===== config.mk =====
export PLATFORM = sky130hd
export DESIGN_NAME = stability_margin_finder
export DESIGN_NICKNAME = d
export VERILOG_FILES = /design/src/rtl/core/smf_pkg.sv /design/src/rtl/core/smf_divider.sv /design/src/rtl/core/smf_interp.sv /design/src/rtl/core/stability_margin_finder.sv
export SDC_FILE = /design/constraint.sdc
export NUM_CORES = 2
export LEC_CHECK = 0
export BUFFER_PORTS_ARGS = -buffer_cell sky130_fd_sc_hd__buf_4
export CORE_ASPECT_RATIO = 0.6
export CORE_MARGIN = 2
export CORE_UTILIZATION = 58
export CTS_CLUSTER_SIZE = 28
export DETAILED_ROUTE_END_ITERATION = 6
export GPL_TIMING_DRIVEN = 1
export PLACE_DENSITY = 0.78
export SLEW_MARGIN = 20
export SYNTH_ARGS = -nofsm -noshare
export SYNTH_HDL_FRONTEND = slang
export SYNTH_HIERARCHICAL = 1
export SYNTH_SLANG_ARGS = --single-unit

===== constraint.sdc =====
create_clock -name clk -period 6.65 [get_ports clk]
set_input_delay 1.33 -clock clk [delete_from_list [all_inputs] [get_ports clk]]
set_output_delay 1.33 -clock clk [all_outputs]
set_load 0.03 [all_outputs]

===== src/rtl/core/smf_pkg.sv =====
// ----------------------------------------------------------------------------
// smf_pkg
// Shared types and constants for the stability margin finder: datapath
// widths, angle and saturation limits, and the sequencer state type.
// ----------------------------------------------------------------------------
package smf_pkg;

  // crossing quantity width (magnitude or phase offset by a half turn)
  localparam int DIV_W = 21;
  // interpolation operand width (holds unsigned Q16.16 and signed differences)
  localparam int IW = 34;

  localparam int HALF_TURN = 46080;
  localparam int PHASE_MIN = -524288;
  localparam int PHASE_MAX = 524287;
  localparam int MAG_MIN   = -32768;
  localparam int MAG_MAX   = 32767;

  typedef enum logic [3:0] {
    S_IDLE,
    S_TEST,
    S_NEXT,
    S_DIV_START,
    S_DIV_WAIT,
    S_F_START,
    S_F_WAIT,
    S_Y_START,
    S_Y_WAIT,
    S_FINISH
  } state_t;

endpackage


===== src/rtl/core/smf_divider.sv =====
// ----------------------------------------------------------------------------
// smf_divider
// Serial restoring divider for the interpolation fraction. Returns
// floor(num * 2^FRACTION_BITS / den), one quotient bit per cycle, given
// num <= den; a zero divisor returns zero.
// ----------------------------------------------------------------------------
module smf_divider #(
  parameter int FRACTION_BITS = 16
) (
  input  logic                            clk,
  input  logic                            rst,
  input  logic                            start,
  input  logic [smf_pkg::DIV_W-1:0]       num,
  input  logic [smf_pkg::DIV_W-1:0]       den,
  output logic                            done,
  output logic [FRACTION_BITS:0]          quot
);

  localparam int TW    = FRACTION_BITS + 1;
  localparam int CNT_W = $clog2(TW + 1);

  logic [smf_pkg::DIV_W:0]   rem;
  logic [smf_pkg::DIV_W-1:0] dreg;
  logic [TW-1:0]             q;
  logic [CNT_W-1:0]          cnt;
  logic                      running;
  logic                      den_zero;

  logic                      qbit;
  logic [smf_pkg::DIV_W:0]   trial;
  logic [smf_pkg::DIV_W:0]   rem_sel;

  always_comb begin
    trial   = rem - {1'b0, dreg};
    qbit    = rem >= {1'b0, dreg};
    rem_sel = qbit ? trial : rem;
  end

  always_ff @(posedge clk) begin
    if (rst) begin
      running <= 1'b0;
      done    <= 1'b0;
    end else begin
      done <= 1'b0;
      if (start) begin
        rem      <= {1'b0, num};
        dreg     <= den;
        den_zero <= den == '0;
        q        <= '0;
        cnt      <= CNT_W'(TW);
        running  <= 1'b1;
      end else if (running) begin
        q   <= {q[TW-2:0], qbit};
        rem <= {rem_sel[smf_pkg::DIV_W-1:0], 1'b0};
        cnt <= cnt - CNT_W'(1);
        if (cnt == CNT_W'(1)) begin
          running <= 1'b0;
          done    <= 1'b1;
        end
      end
    end
  end

  assign quot = den_zero ? '0 : q;

endmodule


===== src/rtl/core/smf_interp.sv =====
// ----------------------------------------------------------------------------
// smf_interp
// Three-stage linear interpolator: a0 + floor(t * (a1 - a0) / 2^FRACTION_BITS)
// with an unsigned Q1.FRACTION_BITS fraction t.
// ----------------------------------------------------------------------------
module smf_interp #(
  parameter int FRACTION_BITS = 16
) (
  input  logic                             clk,
  input  logic                             rst,
  input  logic                             start,
  input  logic signed [smf_pkg::IW-1:0]    a0,
  input  logic signed [smf_pkg::IW-1:0]    a1,
  input  logic [FRACTION_BITS:0]           t,
  output logic                             done,
  output logic signed [smf_pkg::IW-1:0]    result
);

  localparam int TW = FRACTION_BITS + 1;
  localparam int PW = smf_pkg::IW + TW + 1;

  logic                          v1, v2, v3;
  logic signed [smf_pkg::IW-1:0] base1, base2;
  logic signed [smf_pkg::IW-1:0] diff1;
  logic signed [TW:0]            t1;
  logic signed [PW-1:0]          prod2;

  always_ff @(posedge clk) begin
    if (rst) begin
      v1 <= 1'b0;
      v2 <= 1'b0;
      v3 <= 1'b0;
    end else begin
      v1 <= start;
      v2 <= v1;
      v3 <= v2;
    end
  end

  always_ff @(posedge clk) begin
    base1  <= a0;
    diff1  <= a1 - a0;
    t1     <= $signed({1'b0, t});
    base2  <= base1;
    prod2  <= PW'(diff1) * PW'(t1);
    result <= base2 + smf_pkg::IW'(prod2 >>> FRACTION_BITS);
  end

  assign done = v3;

endmodule


===== src/rtl/core/stability_margin_finder.sv =====
// ----------------------------------------------------------------------------
// stability_margin_finder
// Gain and phase margins from a Bode sweep, one sweep point per word.
// ----------------------------------------------------------------------------
// Each input word is one sweep point; the word marked last_point produces one
// result word with both margins and their valid bits, then the block starts a
// new sweep. The first 0 dB magnitude crossing and the first -180 degree phase
// crossing are each interpolated once. A point with no new crossing passes
// through the test and next states before the block takes another point; each
// crossing found on a point runs the serial divider (one quotient bit per
// cycle, FRACTION_BITS + 1 bits) and then two passes through the three-stage
// interpolator, first for the frequency and then for the margin. A last point
// then moves the result into the output register, and waits there only while
// the previous result has not yet been taken.
// ----------------------------------------------------------------------------
module stability_margin_finder #(
  parameter int FRACTION_BITS = 16
) (
  input  logic               clk,
  input  logic               rst,
  input  logic               in_valid,
  output logic               in_ready,
  input  logic [31:0]        freq,
  input  logic signed [15:0] mag,
  input  logic signed [19:0] phase,
  input  logic               last_point,
  output logic               out_valid,
  input  logic               out_ready,
  output logic [31:0]        gc_freq,
  output logic signed [19:0] phase_margin,
  output logic               pm_valid,
  output logic [31:0]        pc_freq,
  output logic signed [15:0] gain_margin,
  output logic               gm_valid
);

  localparam int TW = FRACTION_BITS + 1;
  localparam int DW = smf_pkg::DIV_W;
  localparam int IW = smf_pkg::IW;

  smf_pkg::state_t state, state_next;

  logic [31:0]        freq_r;
  logic signed [15:0] mag_r;
  logic signed [19:0] phase_r;
  logic               last_r;

  logic [31:0]        prev_freq;
  logic signed [15:0] prev_mag;
  logic signed [19:0] prev_phase;
  logic               have_prev;
  logic               pm_found, gm_found;
  logic               do_pm, do_gm;
  logic               sel;
  logic [31:0]        held_gc_freq, held_pc_freq;
  logic signed [19:0] held_phase_margin;
  logic signed [15:0] held_gain_margin;
  logic [TW-1:0]      t_r;

  logic               div_start, div_done;
  logic [TW-1:0]      div_quot;
  logic               ip_start, ip_done;
  logic signed [IW-1:0] ip_a0, ip_a1, ip_res;
  logic [TW-1:0]      ip_t;

  logic signed [DW-1:0] ym0, ym1, yp0, yp1, y0, y1;
  logic signed [DW:0]   dy, dy_abs;
  logic [DW-1:0]        num, den;
  logic                 cross_m, cross_p, same_freq;
  logic signed [21:0]   pm_sum;
  logic signed [19:0]   pm_sat;
  logic signed [16:0]   gm_neg;
  logic signed [15:0]   gm_sat;

  // crossing quantities and divider operands
  always_comb begin
    ym0 = DW'(prev_mag);
    ym1 = DW'(mag_r);
    yp0 = DW'(prev_phase) + DW'(smf_pkg::HALF_TURN);
    yp1 = DW'(phase_r) + DW'(smf_pkg::HALF_TURN);
    cross_m = (ym0 <= 0 && ym1 >= 0) || (ym0 >= 0 && ym1 <= 0);
    cross_p = (yp0 <= 0 && yp1 >= 0) || (yp0 >= 0 && yp1 <= 0);
    same_freq = freq_r == prev_freq;
    y0 = sel ? yp0 : ym0;
    y1 = sel ? yp1 : ym1;
    dy = (DW + 1)'(y1) - (DW + 1)'(y0);
    dy_abs = dy[DW] ? -dy : dy;
    num = y0[DW-1] ? DW'(-y0) : DW'(y0);
    den = dy_abs[DW-1:0];
  end

  // interpolator operands
  always_comb begin
    if (state == smf_pkg::S_F_START) begin
      ip_a0 = IW'(prev_freq);
      ip_a1 = IW'(freq_r);
      ip_t  = t_r;
    end else begin
      ip_a0 = sel ? IW'(prev_mag) : IW'(prev_phase);
      ip_a1 = sel ? IW'(mag_r) : IW'(phase_r);
      ip_t  = same_freq ? '0 : t_r;
    end
  end

  // margin saturation
  always_comb begin
    pm_sum = 22'(ip_res) + 22'(smf_pkg::HALF_TURN);
    if (pm_sum > 22'(smf_pkg::PHASE_MAX)) begin
      pm_sat = 20'(smf_pkg::PHASE_MAX);
    end else if (pm_sum < 22'(smf_pkg::PHASE_MIN)) begin
      pm_sat = 20'(smf_pkg::PHASE_MIN);
    end else begin
      pm_sat = pm_sum[19:0];
    end
    gm_neg = -17'(ip_res);
    if (gm_neg > 17'(smf_pkg::MAG_MAX)) begin
      gm_sat = 16'(smf_pkg::MAG_MAX);
    end else if (gm_neg < 17'(smf_pkg::MAG_MIN)) begin
      gm_sat = 16'(smf_pkg::MAG_MIN);
    end else begin
      gm_sat = gm_neg[15:0];
    end
  end

  smf_divider #(
    .FRACTION_BITS(FRACTION_BITS)
  ) u_divider (
    .clk  (clk),
    .rst  (rst),
    .start(div_start),
    .num  (num),
    .den  (den),
    .done (div_done),
    .quot (div_quot)
  );

  smf_interp #(
    .FRACTION_BITS(FRACTION_BITS)
  ) u_interp (
    .clk   (clk),
    .rst   (rst),
    .start (ip_start),
    .a0    (ip_a0),
    .a1    (ip_a1),
    .t     (ip_t),
    .done  (ip_done),
    .result(ip_res)
  );

  always_ff @(posedge clk) begin
    if (rst) begin
      state <= smf_pkg::S_IDLE;
    end else begin
      state <= state_next;
    end
  end

  always_comb begin
    state_next = state;
    div_start  = 1'b0;
    ip_start   = 1'b0;
    case (state)
      smf_pkg::S_IDLE: begin
        if (in_valid) state_next = smf_pkg::S_TEST;
      end
      smf_pkg::S_TEST: begin
        state_next = smf_pkg::S_NEXT;
      end
      smf_pkg::S_NEXT: begin
        if (do_pm || do_gm) begin
          state_next = smf_pkg::S_DIV_START;
        end else if (last_r) begin
          state_next = smf_pkg::S_FINISH;
        end else begin
          state_next = smf_pkg::S_IDLE;
        end
      end
      smf_pkg::S_DIV_START: begin
        div_start  = 1'b1;
        state_next = smf_pkg::S_DIV_WAIT;
      end
      smf_pkg::S_DIV_WAIT: begin
        if (div_done) state_next = smf_pkg::S_F_START;
      end
      smf_pkg::S_F_START: begin
        ip_start   = 1'b1;
        state_next = smf_pkg::S_F_WAIT;
      end
      smf_pkg::S_F_WAIT: begin
        if (ip_done) state_next = smf_pkg::S_Y_START;
      end
      smf_pkg::S_Y_START: begin
        ip_start   = 1'b1;
        state_next = smf_pkg::S_Y_WAIT;
      end
      smf_pkg::S_Y_WAIT: begin
        if (ip_done) state_next = smf_pkg::S_NEXT;
      end
      smf_pkg::S_FINISH: begin
        if (!out_valid || out_ready) state_next = smf_pkg::S_IDLE;
      end
      default: begin
        state_next = smf_pkg::S_IDLE;
      end
    endcase
  end

  assign in_ready = state == smf_pkg::S_IDLE;

  always_ff @(posedge clk) begin
    if (rst) begin
      have_prev <= 1'b0;
      pm_found  <= 1'b0;
      gm_found  <= 1'b0;
      do_pm     <= 1'b0;
      do_gm     <= 1'b0;
      sel       <= 1'b0;
      out_valid <= 1'b0;
    end else begin
      if (out_valid && out_ready && state != smf_pkg::S_FINISH) out_valid <= 1'b0;
      case (state)
        smf_pkg::S_IDLE: begin
          if (in_valid) begin
            freq_r  <= freq;
            mag_r   <= mag;
            phase_r <= phase;
            last_r  <= last_point;
          end
        end
        smf_pkg::S_TEST: begin
          do_pm <= have_prev && !pm_found && cross_m;
          do_gm <= have_prev && !gm_found && cross_p;
        end
        smf_pkg::S_NEXT: begin
          if (do_pm) begin
            sel <= 1'b0;
          end else if (do_gm) begin
            sel <= 1'b1;
          end else begin
            prev_freq  <= freq_r;
            prev_mag   <= mag_r;
            prev_phase <= phase_r;
            have_prev  <= 1'b1;
          end
        end
        smf_pkg::S_DIV_WAIT: begin
          if (div_done) t_r <= div_quot;
        end
        smf_pkg::S_F_WAIT: begin
          if (ip_done) begin
            if (sel) begin
              held_pc_freq <= ip_res[31:0];
            end else begin
              held_gc_freq <= ip_res[31:0];
            end
          end
        end
        smf_pkg::S_Y_WAIT: begin
          if (ip_done) begin
            if (sel) begin
              held_gain_margin <= gm_sat;
              gm_found         <= 1'b1;
              do_gm            <= 1'b0;
            end else begin
              held_phase_margin <= pm_sat;
              pm_found          <= 1'b1;
              do_pm             <= 1'b0;
            end
          end
        end
        smf_pkg::S_FINISH: begin
          if (!out_valid || out_ready) begin
            out_valid    <= 1'b1;
            gc_freq      <= pm_found ? held_gc_freq : '0;
            phase_margin <= pm_found ? held_phase_margin : '0;
            pm_valid     <= pm_found;
            pc_freq      <= gm_found ? held_pc_freq : '0;
            gain_margin  <= gm_found ? held_gain_margin : '0;
            gm_valid     <= gm_found;
            have_prev    <= 1'b0;
            pm_found     <= 1'b0;
            gm_found     <= 1'b0;
          end
        end
        default: begin
        end
      endcase
    end
  end

`ifndef SYNTHESIS
  a_div_done_in_wait: assert property (@(posedge clk) disable iff (rst)
    div_done |-> state == smf_pkg::S_DIV_WAIT)
    else $error("divider finished outside its wait state");

  a_fraction_range: assert property (@(posedge clk) disable iff (rst)
    div_done |-> div_quot <= {1'b1, {FRACTION_BITS{1'b0}}})
    else $error("interpolation fraction above one");

  a_result_from_finish: assert property (@(posedge clk) disable iff (rst)
    $rose(out_valid) |-> $past(state) == smf_pkg::S_FINISH)
    else $error("result word raised outside finish");

  a_no_pm_zero: assert property (@(posedge clk) disable iff (rst)
    out_valid && !pm_valid |-> gc_freq == '0 && phase_margin == '0)
    else $error("phase margin fields set without a crossing");

  a_sweep_cleared: assert property (@(posedge clk) disable iff (rst)
    state == smf_pkg::S_FINISH && (!out_valid || out_ready)
      |=> !have_prev && !pm_found && !gm_found)
    else $error("sweep state not cleared after result");
`endif

endmodule

==> impl_metrics.yaml <==
status:
  status: "finished with violations"
  violations: "DRC"
worst_setup_path:
  critPathLaunchType: "flip-flop"
  cp_max_fo: 14
  end_kind: "flip-flop"
  regToRegSetupSlack_ns: 0.22
  worstReg2RegEnd: "u_interp/prod2[42]"
  timing.rr.start: "u_interp/t1[3]"
  required_ns: 7.18
  arrival_ns: 6.96
  r2r_cells: 22
  critPathKind: "flip-flop to flip-flop"
hold_path:
  hold_end: "u_interp/base2[10]"
  hold_path_startpoint: "u_interp/base1[10]"
  whs_path_depth: 0
  hold_path_class: "flip-flop to flip-flop"
final_layout:
  mostFrequentLayoutCell: "inv_1"
  multi_input_area_um2: 27400
  syn2layout_area_growth_pct: 11.9
  register_area_um2: 16600
  final_cell_mix: "735 x inv_1, 533 x fa_1, 462 x and2_1"
  nets: 5584
  fillers: 6182
  drive_gt1_share_pct: 11.4
  finalNonFillerCells: 5875
cts:
  cts_root_buffer: "clkbuf_16"
  clock-sinks: 617
  clk_pin_slew_ns: 0.07
  cts_tree: "built"
  htree_num_levels: 2
  cts_buffer_depth: 3
  numCtsBuffers: 54
  cts_setup_buffers: 0
  ctsHoldBuffers: 0
  clk-insertion-delay-late_ns: 0.64
place:
  post-place-ws_ns: 0.0695
  place_hpwl_um: 98300
  place_inst: 5771
  portBuffers: 176
  gp_congestion: 0.980
die:
  start_util_pct: 58.3
  ioPinCount: 177
  die_h_um: 225
  die_w_um: 373
  core_area_um2: 81200
  die_area_um2: 84000
  rows: 81
timing:
  fmax_ghz: 0.156
  relSlewSlack_pct: 22.6
  worst_pin_slew_ns: 1.15
  fin_crit_ns: 6.43
  grt_setup_unrepaired: "no"
  fin_setup_tns_ns: 0
  hold_violations: 0
  setup_viol: 0
  slew_violations: 0
  period_share_pct: 96.6
  finalClockSkew_ns: 0.0243
  fin_ws_ns: 0.225
global_route:
  grt_pass1_vias: 33200
  grt_max_degree: 71
  grt_first_pass_wirelength_um: 191000
  grtUsageTotal_pct: 29.6
  grt-ovfl-total: 0
  antenna_found_initial: 7
logic_synthesis:
  synth_fp_nets: 5340
  yosys_warnings: 6
  avgSynthCellArea_um2: 10.5
  synthCells: 4504
  synth_area_um2: 47400
detailed_routing:
  antenna_left: 0
  wl_per_cell_um: 21.0
  firstDrtPassIters: 7
  wirelength_um: 123000
  drc_errors: 3
  drt_iter0_drc: 3599
  vias_per_cell: 5.69
  vias: 33400
flow_run:
  timing.max_cap.violations: 0
-- layer usage --
layer	track usage [%]	part of all wire [%]	up-vias
li1	-	-	15100
met1	45.5	46	16500
met2	39.2	39	1698
met3	12.0	14	142
met4	4.67	1.6	2
met5	0	0.0097	-
-- final cells by class --
cell class / count / share of cell area, %
Inverter: 734 / 5.20
Tap cell: 1079 / 2.55
Sequential cell: 617 / 31.3
Clock inverter: 40 / 0.848
Timing Repair Buffer: 362 / 5.59
Multi-Input combinational cell: 2979 / 51.7
Clock buffer: 62 / 2.81
Antenna cell: 2 / 0.00945
-- repair_timing --
action,4_1_cts,5_1_grt
hold endpoints to repair,0,0
endpoints found under the setup margin,0,10
gates resized for setup,0,16
-- flip-flops by register name (all words and copies together) (netlist names), 21 cells and up --
register and count:
u_divider/rem 22, pc_freq 32, u_divider/dreg 21, held_gc_freq 32, u_interp/diff1 34, prev_freq 32
u_interp/prod2 32, u_interp/base1 32, held_pc_freq 32, u_interp/base2 32, u_interp/result 32, freq_r 32
gc_freq 32
-- worst max-delay path, stage by stage (launching register included) --
cell       delay, ns
dfxtp_2         0.40
buf_4           0.21
and2_1          0.18
fa_1            0.54
inv_1           0.06
fa_1            0.44
fa_1            0.53
fa_1            0.55
inv_1           0.05
fa_1            0.49
fa_1            0.42
ha_1            0.20
a2111oi_0       0.36
o21ai_1         0.12
o221ai_1        0.21
buf_4           0.18
buf_12          0.11
o21a_1          0.18
a21oi_2         0.11
and2_1          0.18
or4_1           0.41
and3_1          0.20
o21a_1          0.18
-- worst max-delay path by stage --
stage / to / slack, ns / from / cells past startpoint
after floorplan: gain_margin[0] / 0.12 / rst / 3
after global placement: u_interp/prod2[42] / 0.12 / u_interp/t1[3] / 22
after detailed placement: u_interp/prod2[42] / 0.07 / u_interp/t1[3] / 22
after CTS: u_interp/prod2[42] / 0.06 / u_interp/t1[3] / 22
after global routing: u_interp/prod2[42] / 0.003 / u_interp/diff1[16] / 22
final: u_interp/prod2[42] / 0.22 / u_interp/t1[3] / 22
-- metrics by stage --
step	cell area [µm²]	hold slack, ns	utilization [%]
2_1_floorplan	47400	0.310	-
3_3_place_gp	51000	0.311	62.8
3_5_place_dp	51000	0.312	62.8
4_1_cts	52900	0.329	65.2
5_1_grt	53000	0.330	65.3
6_report	53000	0.330	65.3
Power is not shown: default switching activity piles up to over one toggle a cycle in this logic, so the estimate is an artifact.
